--- src/rtl/pps_pkg.sv ---
package pps_pkg;

    localparam int SLOT_W  = 4;
    localparam int ARR_W   = 16;
    localparam int BURST_W = 16;
    localparam int PRIO_W  = 8;
    localparam int TIME_W  = 20;
    localparam int SUM_W   = 24;
    localparam int CNT_W   = 5;

    localparam int SLOT_COUNT = 1 << SLOT_W;

    localparam logic [TIME_W-1:0] TIME_MAX  = '1;
    localparam logic [SUM_W-1:0]  SUM_MAX   = '1;
    localparam logic [CNT_W-1:0]  COUNT_MAX = '1;

    localparam logic OP_LOAD = 1'b0;
    localparam logic OP_TICK = 1'b1;

    typedef logic [TIME_W-1:0] time_t;
    typedef logic [SUM_W-1:0]  sum_t;

endpackage

--- src/rtl/preemptive_priority_scheduler.sv ---
// Preemptive priority scheduler, one tick per item. A load item (opcode 0)
// writes one task slot; loads to slots at or beyond MAX_TASKS are dropped.
// A tick item (opcode 1) walks the first min(task_count, MAX_TASKS, 16) slots
// of the task table with a single priority comparator, one slot per cycle;
// then three steps decrement the chosen task, form turnaround and waiting
// time, and update the saturating totals. When the run is already done or no
// slot is in play the walk is skipped. A tick's result sits in an output
// register; loads are taken while it waits, and a following tick holds in
// its last step until the result goes. The user must write task_count through
// cfg_we/cfg_wdata only while no item is in flight; the block does not enforce this.
module preemptive_priority_scheduler
    import pps_pkg::*;
#(
    parameter int MAX_TASKS = 16
) (
    input  logic               aclk,
    input  logic               aresetn,
    input  logic               cfg_we,
    input  logic [CNT_W-1:0]   cfg_wdata,
    input  logic               s_valid,
    output logic               s_ready,
    input  logic               s_opcode,
    input  logic [SLOT_W-1:0]  s_task_slot,
    input  logic [ARR_W-1:0]   s_arrival_time,
    input  logic [BURST_W-1:0] s_burst_length,
    input  logic [PRIO_W-1:0]  s_priority_level,
    output logic               m_valid,
    input  logic               m_ready,
    output logic [SLOT_W-1:0]  m_running_task,
    output logic               m_idle,
    output logic               m_task_finished,
    output logic [TIME_W-1:0]  m_turnaround,
    output logic [TIME_W-1:0]  m_waiting,
    output logic [SUM_W-1:0]   m_total_turnaround,
    output logic [SUM_W-1:0]   m_total_waiting,
    output logic               m_all_done,
    output logic [TIME_W-1:0]  m_tick_time
);

    // only slots reachable by task_slot can ever hold work
    localparam int DEPTH = (MAX_TASKS < SLOT_COUNT) ? MAX_TASKS : SLOT_COUNT;
    localparam int IW    = $clog2(DEPTH);
    localparam int NW    = IW + 1;

    localparam logic [2:0] ST_IDLE = 3'd0;
    localparam logic [2:0] ST_SCAN = 3'd1;
    localparam logic [2:0] ST_TAT  = 3'd2;
    localparam logic [2:0] ST_WAIT = 3'd3;
    localparam logic [2:0] ST_SUM  = 3'd4;

    logic [ARR_W-1:0]   arr_mem   [DEPTH];
    logic [BURST_W-1:0] burst_mem [DEPTH];
    logic [PRIO_W-1:0]  prio_mem  [DEPTH];
    logic [BURST_W-1:0] rem_mem   [DEPTH];

    logic [DEPTH-1:0] valid_reg, valid_next;
    logic [2:0]       state_reg, state_next;
    logic [IW-1:0]    idx_reg, idx_next;
    logic [NW-1:0]    lim_reg, lim_next;
    time_t            t_reg, t_next;
    logic             found_reg, found_next;
    logic [IW-1:0]    pick_reg, pick_next;
    logic [PRIO_W-1:0] best_reg, best_next;
    logic             fin_reg, fin_next;
    time_t            tat_reg, tat_next;
    time_t            wt_reg, wt_next;
    time_t            time_reg, time_next;
    logic [CNT_W-1:0] fcount_reg, fcount_next;
    sum_t             sum_tat_reg, sum_tat_next;
    sum_t             sum_wt_reg, sum_wt_next;
    logic [CNT_W-1:0] task_count_reg, task_count_next;

    logic             m_valid_reg, m_valid_next;
    logic [SLOT_W-1:0] out_task_reg, out_task_next;
    logic             out_idle_reg, out_idle_next;
    logic             out_fin_reg, out_fin_next;
    time_t            out_tat_reg, out_tat_next;
    time_t            out_wt_reg, out_wt_next;
    sum_t             out_stat_reg, out_stat_next;
    sum_t             out_swt_reg, out_swt_next;
    logic             out_done_reg, out_done_next;
    time_t            out_time_reg, out_time_next;

    logic               load_en;
    logic               dec_en;
    logic [ARR_W-1:0]   rd_arr;
    logic [BURST_W-1:0] rd_burst;
    logic [PRIO_W-1:0]  rd_prio;
    logic [BURST_W-1:0] rd_rem;
    logic [BURST_W-1:0] rem_dec;
    logic               cand;
    logic               scan_last;
    logic [NW-1:0]      lim_calc;
    logic [TIME_W:0]    tat_diff;
    logic [TIME_W:0]    time_inc;
    logic [SUM_W:0]     stat_sum;
    logic [SUM_W:0]     swt_sum;

    assign s_ready = (state_reg == ST_IDLE);
    assign load_en = s_valid && s_ready && (s_opcode == OP_LOAD)
                     && (int'(s_task_slot) < DEPTH);
    assign dec_en  = (state_reg == ST_TAT) && found_reg;

    // unwritten slots read as zero
    assign rd_arr   = valid_reg[idx_reg] ? arr_mem[idx_reg]   : '0;
    assign rd_burst = valid_reg[idx_reg] ? burst_mem[idx_reg] : '0;
    assign rd_prio  = valid_reg[idx_reg] ? prio_mem[idx_reg]  : '0;
    assign rd_rem   = valid_reg[idx_reg] ? rem_mem[idx_reg]   : '0;
    assign rem_dec  = rd_rem - 1'b1;

    assign cand = (rd_rem != '0) && (TIME_W'(rd_arr) <= t_reg)
                  && (!found_reg || (rd_prio < best_reg));
    assign scan_last = ((NW'(idx_reg) + NW'(1)) == lim_reg);
    assign lim_calc  = (int'(task_count_reg) < DEPTH) ? NW'(task_count_reg) : NW'(DEPTH);

    assign tat_diff = (TIME_W+1)'(t_reg) + (TIME_W+1)'(1) - (TIME_W+1)'(rd_arr);
    assign time_inc = (TIME_W+1)'(time_reg) + (TIME_W+1)'(1);
    assign stat_sum = (SUM_W+1)'(sum_tat_reg) + (SUM_W+1)'(tat_reg);
    assign swt_sum  = (SUM_W+1)'(sum_wt_reg) + (SUM_W+1)'(wt_reg);

    always_comb begin
        valid_next      = valid_reg;
        state_next      = state_reg;
        idx_next        = idx_reg;
        lim_next        = lim_reg;
        t_next          = t_reg;
        found_next      = found_reg;
        pick_next       = pick_reg;
        best_next       = best_reg;
        fin_next        = fin_reg;
        tat_next        = tat_reg;
        wt_next         = wt_reg;
        time_next       = time_reg;
        fcount_next     = fcount_reg;
        sum_tat_next    = sum_tat_reg;
        sum_wt_next     = sum_wt_reg;
        task_count_next = cfg_we ? cfg_wdata : task_count_reg;
        m_valid_next    = m_valid_reg && !m_ready;
        out_task_next   = out_task_reg;
        out_idle_next   = out_idle_reg;
        out_fin_next    = out_fin_reg;
        out_tat_next    = out_tat_reg;
        out_wt_next     = out_wt_reg;
        out_stat_next   = out_stat_reg;
        out_swt_next    = out_swt_reg;
        out_done_next   = out_done_reg;
        out_time_next   = out_time_reg;

        if (load_en) begin
            valid_next[s_task_slot[IW-1:0]] = 1'b1;
        end

        unique case (state_reg)
            ST_IDLE: begin
                if (s_valid && s_opcode == OP_TICK) begin
                    t_next     = time_reg;
                    found_next = 1'b0;
                    pick_next  = '0;
                    best_next  = '0;
                    fin_next   = 1'b0;
                    tat_next   = '0;
                    wt_next    = '0;
                    idx_next   = '0;
                    lim_next   = lim_calc;
                    // skip the walk once the run is done or nothing is in play
                    if (fcount_reg < task_count_reg && lim_calc != '0) begin
                        state_next = ST_SCAN;
                    end else begin
                        state_next = ST_TAT;
                    end
                end
            end
            ST_SCAN: begin
                if (cand) begin
                    found_next = 1'b1;
                    pick_next  = idx_reg;
                    best_next  = rd_prio;
                end
                if (scan_last) begin
                    // point the read port at the winner for the update steps
                    idx_next   = cand ? idx_reg : pick_reg;
                    state_next = ST_TAT;
                end else begin
                    idx_next = idx_reg + 1'b1;
                end
            end
            ST_TAT: begin
                if (found_reg && rem_dec == '0) begin
                    fin_next = 1'b1;
                    tat_next = (tat_diff > (TIME_W+1)'(TIME_MAX)) ? TIME_MAX
                                                                 : tat_diff[TIME_W-1:0];
                end
                state_next = ST_WAIT;
            end
            ST_WAIT: begin
                if (fin_reg) begin
                    wt_next      = (tat_reg >= TIME_W'(rd_burst))
                                   ? tat_reg - TIME_W'(rd_burst) : '0;
                    sum_tat_next = stat_sum[SUM_W] ? SUM_MAX : stat_sum[SUM_W-1:0];
                    fcount_next  = (fcount_reg == COUNT_MAX) ? COUNT_MAX
                                                             : fcount_reg + 1'b1;
                end
                state_next = ST_SUM;
            end
            ST_SUM: begin
                // hold until the output register is free
                if (!m_valid_reg || m_ready) begin
                    sum_wt_next   = swt_sum[SUM_W] ? SUM_MAX : swt_sum[SUM_W-1:0];
                    time_next     = time_inc[TIME_W] ? TIME_MAX : time_inc[TIME_W-1:0];
                    m_valid_next  = 1'b1;
                    out_task_next = found_reg ? SLOT_W'(pick_reg) : '0;
                    out_idle_next = !found_reg;
                    out_fin_next  = fin_reg;
                    out_tat_next  = tat_reg;
                    out_wt_next   = wt_reg;
                    out_stat_next = sum_tat_reg;
                    out_swt_next  = swt_sum[SUM_W] ? SUM_MAX : swt_sum[SUM_W-1:0];
                    out_done_next = (fcount_reg >= task_count_reg);
                    out_time_next = t_reg;
                    state_next    = ST_IDLE;
                end
            end
            default: begin
                state_next = ST_IDLE;
            end
        endcase
    end

    always_ff @(posedge aclk) begin
        if (load_en) begin
            arr_mem[s_task_slot[IW-1:0]]   <= s_arrival_time;
            burst_mem[s_task_slot[IW-1:0]] <= s_burst_length;
            prio_mem[s_task_slot[IW-1:0]]  <= s_priority_level;
            rem_mem[s_task_slot[IW-1:0]]   <= s_burst_length;
        end else if (dec_en) begin
            rem_mem[idx_reg] <= rem_dec;
        end
    end

    always_ff @(posedge aclk) begin
        if (!aresetn) begin
            valid_reg      <= '0;
            state_reg      <= ST_IDLE;
            time_reg       <= '0;
            fcount_reg     <= '0;
            sum_tat_reg    <= '0;
            sum_wt_reg     <= '0;
            task_count_reg <= '0;
            m_valid_reg    <= 1'b0;
        end else begin
            valid_reg      <= valid_next;
            state_reg      <= state_next;
            time_reg       <= time_next;
            fcount_reg     <= fcount_next;
            sum_tat_reg    <= sum_tat_next;
            sum_wt_reg     <= sum_wt_next;
            task_count_reg <= task_count_next;
            m_valid_reg    <= m_valid_next;
        end
    end

    always_ff @(posedge aclk) begin
        idx_reg      <= idx_next;
        lim_reg      <= lim_next;
        t_reg        <= t_next;
        found_reg    <= found_next;
        pick_reg     <= pick_next;
        best_reg     <= best_next;
        fin_reg      <= fin_next;
        tat_reg      <= tat_next;
        wt_reg       <= wt_next;
        out_task_reg <= out_task_next;
        out_idle_reg <= out_idle_next;
        out_fin_reg  <= out_fin_next;
        out_tat_reg  <= out_tat_next;
        out_wt_reg   <= out_wt_next;
        out_stat_reg <= out_stat_next;
        out_swt_reg  <= out_swt_next;
        out_done_reg <= out_done_next;
        out_time_reg <= out_time_next;
    end

    assign m_valid            = m_valid_reg;
    assign m_running_task     = out_task_reg;
    assign m_idle             = out_idle_reg;
    assign m_task_finished    = out_fin_reg;
    assign m_turnaround       = out_tat_reg;
    assign m_waiting          = out_wt_reg;
    assign m_total_turnaround = out_stat_reg;
    assign m_total_waiting    = out_swt_reg;
    assign m_all_done         = out_done_reg;
    assign m_tick_time        = out_time_reg;

endmodule

--- config.mk ---
export PLATFORM = sky130hd
export DESIGN_NAME = preemptive_priority_scheduler
export DESIGN_NICKNAME = d
export VERILOG_FILES = /design/src/rtl/pps_pkg.sv /design/src/rtl/preemptive_priority_scheduler.sv
export SDC_FILE = /design/constraint.sdc
export NUM_CORES = 1
export LEC_CHECK = 0
export BUFFER_PORTS_ARGS = -buffer_cell sky130_fd_sc_hd__buf_2
export CAP_MARGIN = 20
export CORE_MARGIN = 5
export CORE_UTILIZATION = 55
export CTS_CLUSTER_SIZE = 24
export DETAILED_ROUTE_END_ITERATION = 10
export GPL_ROUTABILITY_DRIVEN = 0
export HOLD_SLACK_MARGIN = 0.08
export MAX_ROUTING_LAYER = met4
export PLACE_DENSITY = 0.75
export SLEW_MARGIN = 0
export SYNTH_ARGS = -nofsm -noshare
export SYNTH_HDL_FRONTEND = slang
export SYNTH_SLANG_ARGS = --single-unit
--- constraint.sdc ---
create_clock -name aclk -period 13.9 [get_ports aclk]
set_input_delay 2.085 -clock aclk [delete_from_list [all_inputs] [get_ports aclk]]
set_output_delay 2.085 -clock aclk [all_outputs]
set_load 0.05 [all_outputs]
Yosys cells after proc, flatten, opt, wreduce, memory -nomap -nowiden
Memory sizes are Yosys's and may differ from the RTL's. A register that Yosys moved wholly into a read port is not among the register bits.
Index checks and enable logic that the tools add are counted.

storage, ports and cells
  bits in registers = 296
  memory bits (writable) = 896
  input port bits = 55
  output and inout port bits = 117
  logic and storage cells = 147
  memories kept = 4

cells by class
  add/subtract/negate cells = 10
  order comparisons = 10
  eq/ne operators = 12
  multiplexer cells = 52
  bitwise gates (word level) = 2
  reductions and logical operators = 31

memory list
  name       words  bits a word  read ports  clocked after Yosys merged registers in  wr ports  line                                 source
  arr_mem    16     16           1           1                                        1         preemptive_priority_scheduler.sv:51  logic [ARR_W-1:0] arr_mem [DEPTH];
  burst_mem  16     16           1           1                                        1         preemptive_priority_scheduler.sv:52  logic [BURST_W-1:0] burst_mem [DEPTH];
  rem_mem    16     16           1           1                                        1         preemptive_priority_scheduler.sv:54  logic [BURST_W-1:0] rem_mem [DEPTH];
  prio_mem   16     8            1           1                                        1         preemptive_priority_scheduler.sv:53  logic [PRIO_W-1:0] prio_mem [DEPTH];

operators with widths
  kind                   count
  $mux 20                6
  $pmux 20 s2            2
  $mux 16                4
  $add 24x20->25         2
  $mux 24                2
  $add 20x1->21 const B  2
  $mux 4                 8
  $mux 8                 3
  $gt 21x20->1 const B   1
  $sub 21x16->21         1
  $ge 20x16->1           1
  $le 16x20->1           1
  $sub 20x16->20         1
  $logic_not 16->1       1
  $or 16x16->16          1
  $pmux 4 s2             2
  $pmux 8 s2             1
  $reduce_bool 16->1     1
  $reduce_or 16->1       1
  $sub 16x1->16 const B  1
  $pmux 3 s5             1
  $mux 1                 13
  $reduce_and 3->1       4
  $logic_and 1x1->1      10
  other kinds (29)       47

Depth between registers and ports, before layout
  depth in word-level cells = 10
  depth in mapped cells = 28
  mapped depth without buffers = 21

Least setup slack after synthesis
No wires, ideal clock.

  kind = input-to-reg
  start point = in m_ready
  end point = reg out_done_reg (netlist: m_all_done), enable pin
  library setup time = 0.523 ns
  arrival time = 5.739 ns
  data required time = 13.377 ns
  path slack = 7.637 ns
  stages = 4
  buffers on the path = 1
  cell sequence = nand2b_1 > nand3_1 > inv_2 > clkbuf_1

on the way
  cells in the longest elaborated chain, start to end = 2

ends and longest elaborated chain
  element                     line                                  source
  start, declared             preemptive_priority_scheduler.sv:28   input logic m_ready,
  $logic_or 1x1->1            preemptive_priority_scheduler.sv:207  if (!m_valid_reg || m_ready) begin
  $reduce_and 2->1 (no line)  n/a
  end signal, assigned        preemptive_priority_scheduler.sv:279  out_done_reg <= out_done_next;
  end, declared               preemptive_priority_scheduler.sv:81   logic out_done_reg, out_done_next;

Every way passes these cells.
A chain may end at the register's enable or synchronous reset.

==> reports/metrics.csv <==
metric,value,unit
outcome,"finished, final reports clean",
adder-cell share of the synthesized area,3.31,%
post-CTS sizing,0,
Critical Path Source Type,flop,
residual DRC count,0,
die height,312,µm
Fmax,142,MHz
Synth Area in XOR/XNOR,1.50,%
cells after synthesis,3043,
Max Root-Sink Buffers,3,
Pwr per Cell Area,150,nW/µm²
"Seq/Total Area, Yosys",69.4,%
number of CTS-inserted buffers,116,
complex-gate fraction of the synthesized area,5.48,%
worst slack at placement,6720,ps
Slew headroom,26.5,%
"Hold Vio Cnt, Final",0,
worst skew pair latency,710,ps
Tcrit/Tclk final,50.6,%
Post-synth EDFFs,1094,
GRT overflow,0,
Starting Density,55.1,%
ratio of cells with drive above 1 in the final layout,21.2,%
Max Cap Viol,0,
RSZ-0062 raised after global routing,false,
Required @ worst endpoint,14330,ps
post-cts hold buffer count,0,
syn nets,3228,
LEAKAGE,19.6,nW
IO Pins,172,
FP Rows,111,
maximum VDD drop,106,µV
vias per cell,6.33,
Worst-Margin Slew,1100,ps
simple-gate share of the synthesized area,6.52,%
H-tree Lvls,3,
crit path time final,7040,ps
final worst slack,6860,ps
largest net degree at the start of global routing,86,
DRT Wirelength,123000,µm
Worst Clk Skew,25.0,ps
CTS tree,done,
drt first-iter violations,3386,
"Top FF cell, synth",edfxtp_1,
clock slew at reported path FFs,70,ps
Netlist cell types,89,
via count,28900,
global-route wire length before repair,183000,µm
"Setup Fix Bufs, Post-CTS",0,
initial antenna violation count,14,
post-synthesis mux area share,11.9,%
Worst Setup Path Type,flop to flop,
clk root buf,clkbuf_16,
largest family of logic cells by synthesized area,multiplexers,
max-slew violation count,0,
most frequent cells in the layout,"edfxtp_1, mux4_2, nand2_1",
Port Buffers,171,
setup TNS,0,ps
Final #Nets,3454,
number of global-route vias before repair,28900,
core area,91200,µm²
synthesized cell area,50300,µm²
worst hold-check path type,flop to flop,
"commonest non-fill, non-tap cell in the layout",edfxtp_1,
DR WL/cell,27.0,µm
crit path capture,wt_reg[11],
"Setup violations, final",0,
Die ar.,97600,µm²
Routed Antenna Nets,0,
synth-to-layout area growth,12.5,%
Final Util,62.0,%
FF-to-FF path depth,17,
Synth Register Bits,1196,
Yosys Warn Count,0,
Synth async-reset ratio,0,%
Setup crit end kind,flop,
DRT Pass-1 Iters,6,
Avg Inst Size Synth,16.5,µm²
Final HPWL DP,74600,µm
worst path arrival time,7470,ps
DIE WIDTH,312,µm
R2R Setup Slk,6860,ps
critical path peak fanout,48,
clk sinks,1196,
total track usage,25.7,%
R2R Path End,wt_reg[11],
[worst min path at each step]
stage                     slack [ps]       startpoint  cells after the start                     end
after floorplan                  420  sum_tat_reg[22]                      0  m_total_turnaround[22]
after global placement           450     valid_reg[5]                      2            valid_reg[5]
after detailed placement         450  sum_tat_reg[22]                      0  m_total_turnaround[22]
after CTS                        460  sum_tat_reg[22]                      0  m_total_turnaround[22]
after global routing             480  sum_tat_reg[19]                      0  m_total_turnaround[19]
final                            460  sum_tat_reg[22]                      0  m_total_turnaround[22]
[worst max-delay path, stage by stage (launching register included)]
cell and delay [ps]:
dfxtp_4 740, buf_4 760, buf_4 850, mux4_2 610
mux4_2 490, nand2_1 120, ha_1 290, nor2b_1 170
o21ai_0 270, a21boi_0 190, o21a_1 210, o21ai_0 340
a21oi_1 120, o21ai_0 450, a21oi_1 140, o21ai_1 520
buf_4 310, nor2_1 70
[logic make-up (layout without fill, tap and decap cells)]
logic type,Yosys count,count (layout)
adder cells (fa/ha/maj),130,130
AND/OR/NAND/NOR,682,682
other,0,15
AO/OA/AOI/OAI,434,434
multiplexers,284,284
XOR/XNOR,86,86
buffers and inverters,231,557
flip-flops,1196,1196
[metal layers]
layer	vias to the layer above	part of all wire (%)	global-route usage (%)
met5	-	0	-
met4	0	4.4	10.3
met3	299	10	4.98
met2	1639	48	40.7
met1	14600	37	33.5
li1	12400	-	-
[cell usage after synthesis, types with 17 or more instances]
cell / count / area (µm²)
nand2b_1: 32 / 200
edfxtp_1: 1094 / 32900
nor2_1: 175 / 657
o21ai_0: 106 / 531
dfxtp_1: 102 / 2040
or2_2: 17 / 106
o21a_1: 23 / 173
ha_1: 125 / 1560
inv_1: 97 / 364
nand3_1: 53 / 265
xnor2_1: 35 / 307
nand2_1: 206 / 773
a31oi_1: 28 / 175
nor2b_1: 25 / 156
mux4_2: 228 / 5130
a21oi_1: 126 / 631
a21o_1: 24 / 180
clkbuf_1: 92 / 345
and2_1: 22 / 138
buf_2: 19 / 95.1
xor2_1: 51 / 447
nand4_1: 23 / 144
and3_1: 22 / 138
nor3_1: 58 / 290
mux2i_1: 34 / 340
[cell type report]
cell class	count	area [µm²]
tap	1186	1480
fill	6193	34700
clock buffer	146	3090
sequential	1196	34900
multi-input combinational	1616	14500
antenna	15	37.5
inverter	99	378
clock inverter	72	738
timing repair buffer	240	1400
[report_power, final]
| part | switching, W | leakage, nW | internal, W | total [W] |
|---|---|---|---|---|
| clock network | 0.00134 | 1.86 | 0.00181 | 0.00315 |
| logic | 0.000707 | 6.92 | 0.000529 | 0.00124 |
| registers | 0.0000854 | 10.8 | 0.00401 | 0.00410 |
[metrics by stage]
stage,cells,power (W),instance area [µm²],hold slack [ps]
4_1_cts,4552,0.00852,56500,463
3_5_place_dp,4334,0.00539,52700,449
5_1_grt,4567,0.00877,56600,481
2_1_floorplan,3043,0.00504,50300,424
3_3_place_gp,4331,0.00535,52600,446
6_report,4570,0.00848,56600,465
Note: power is estimated with default switching activity, not from simulation.
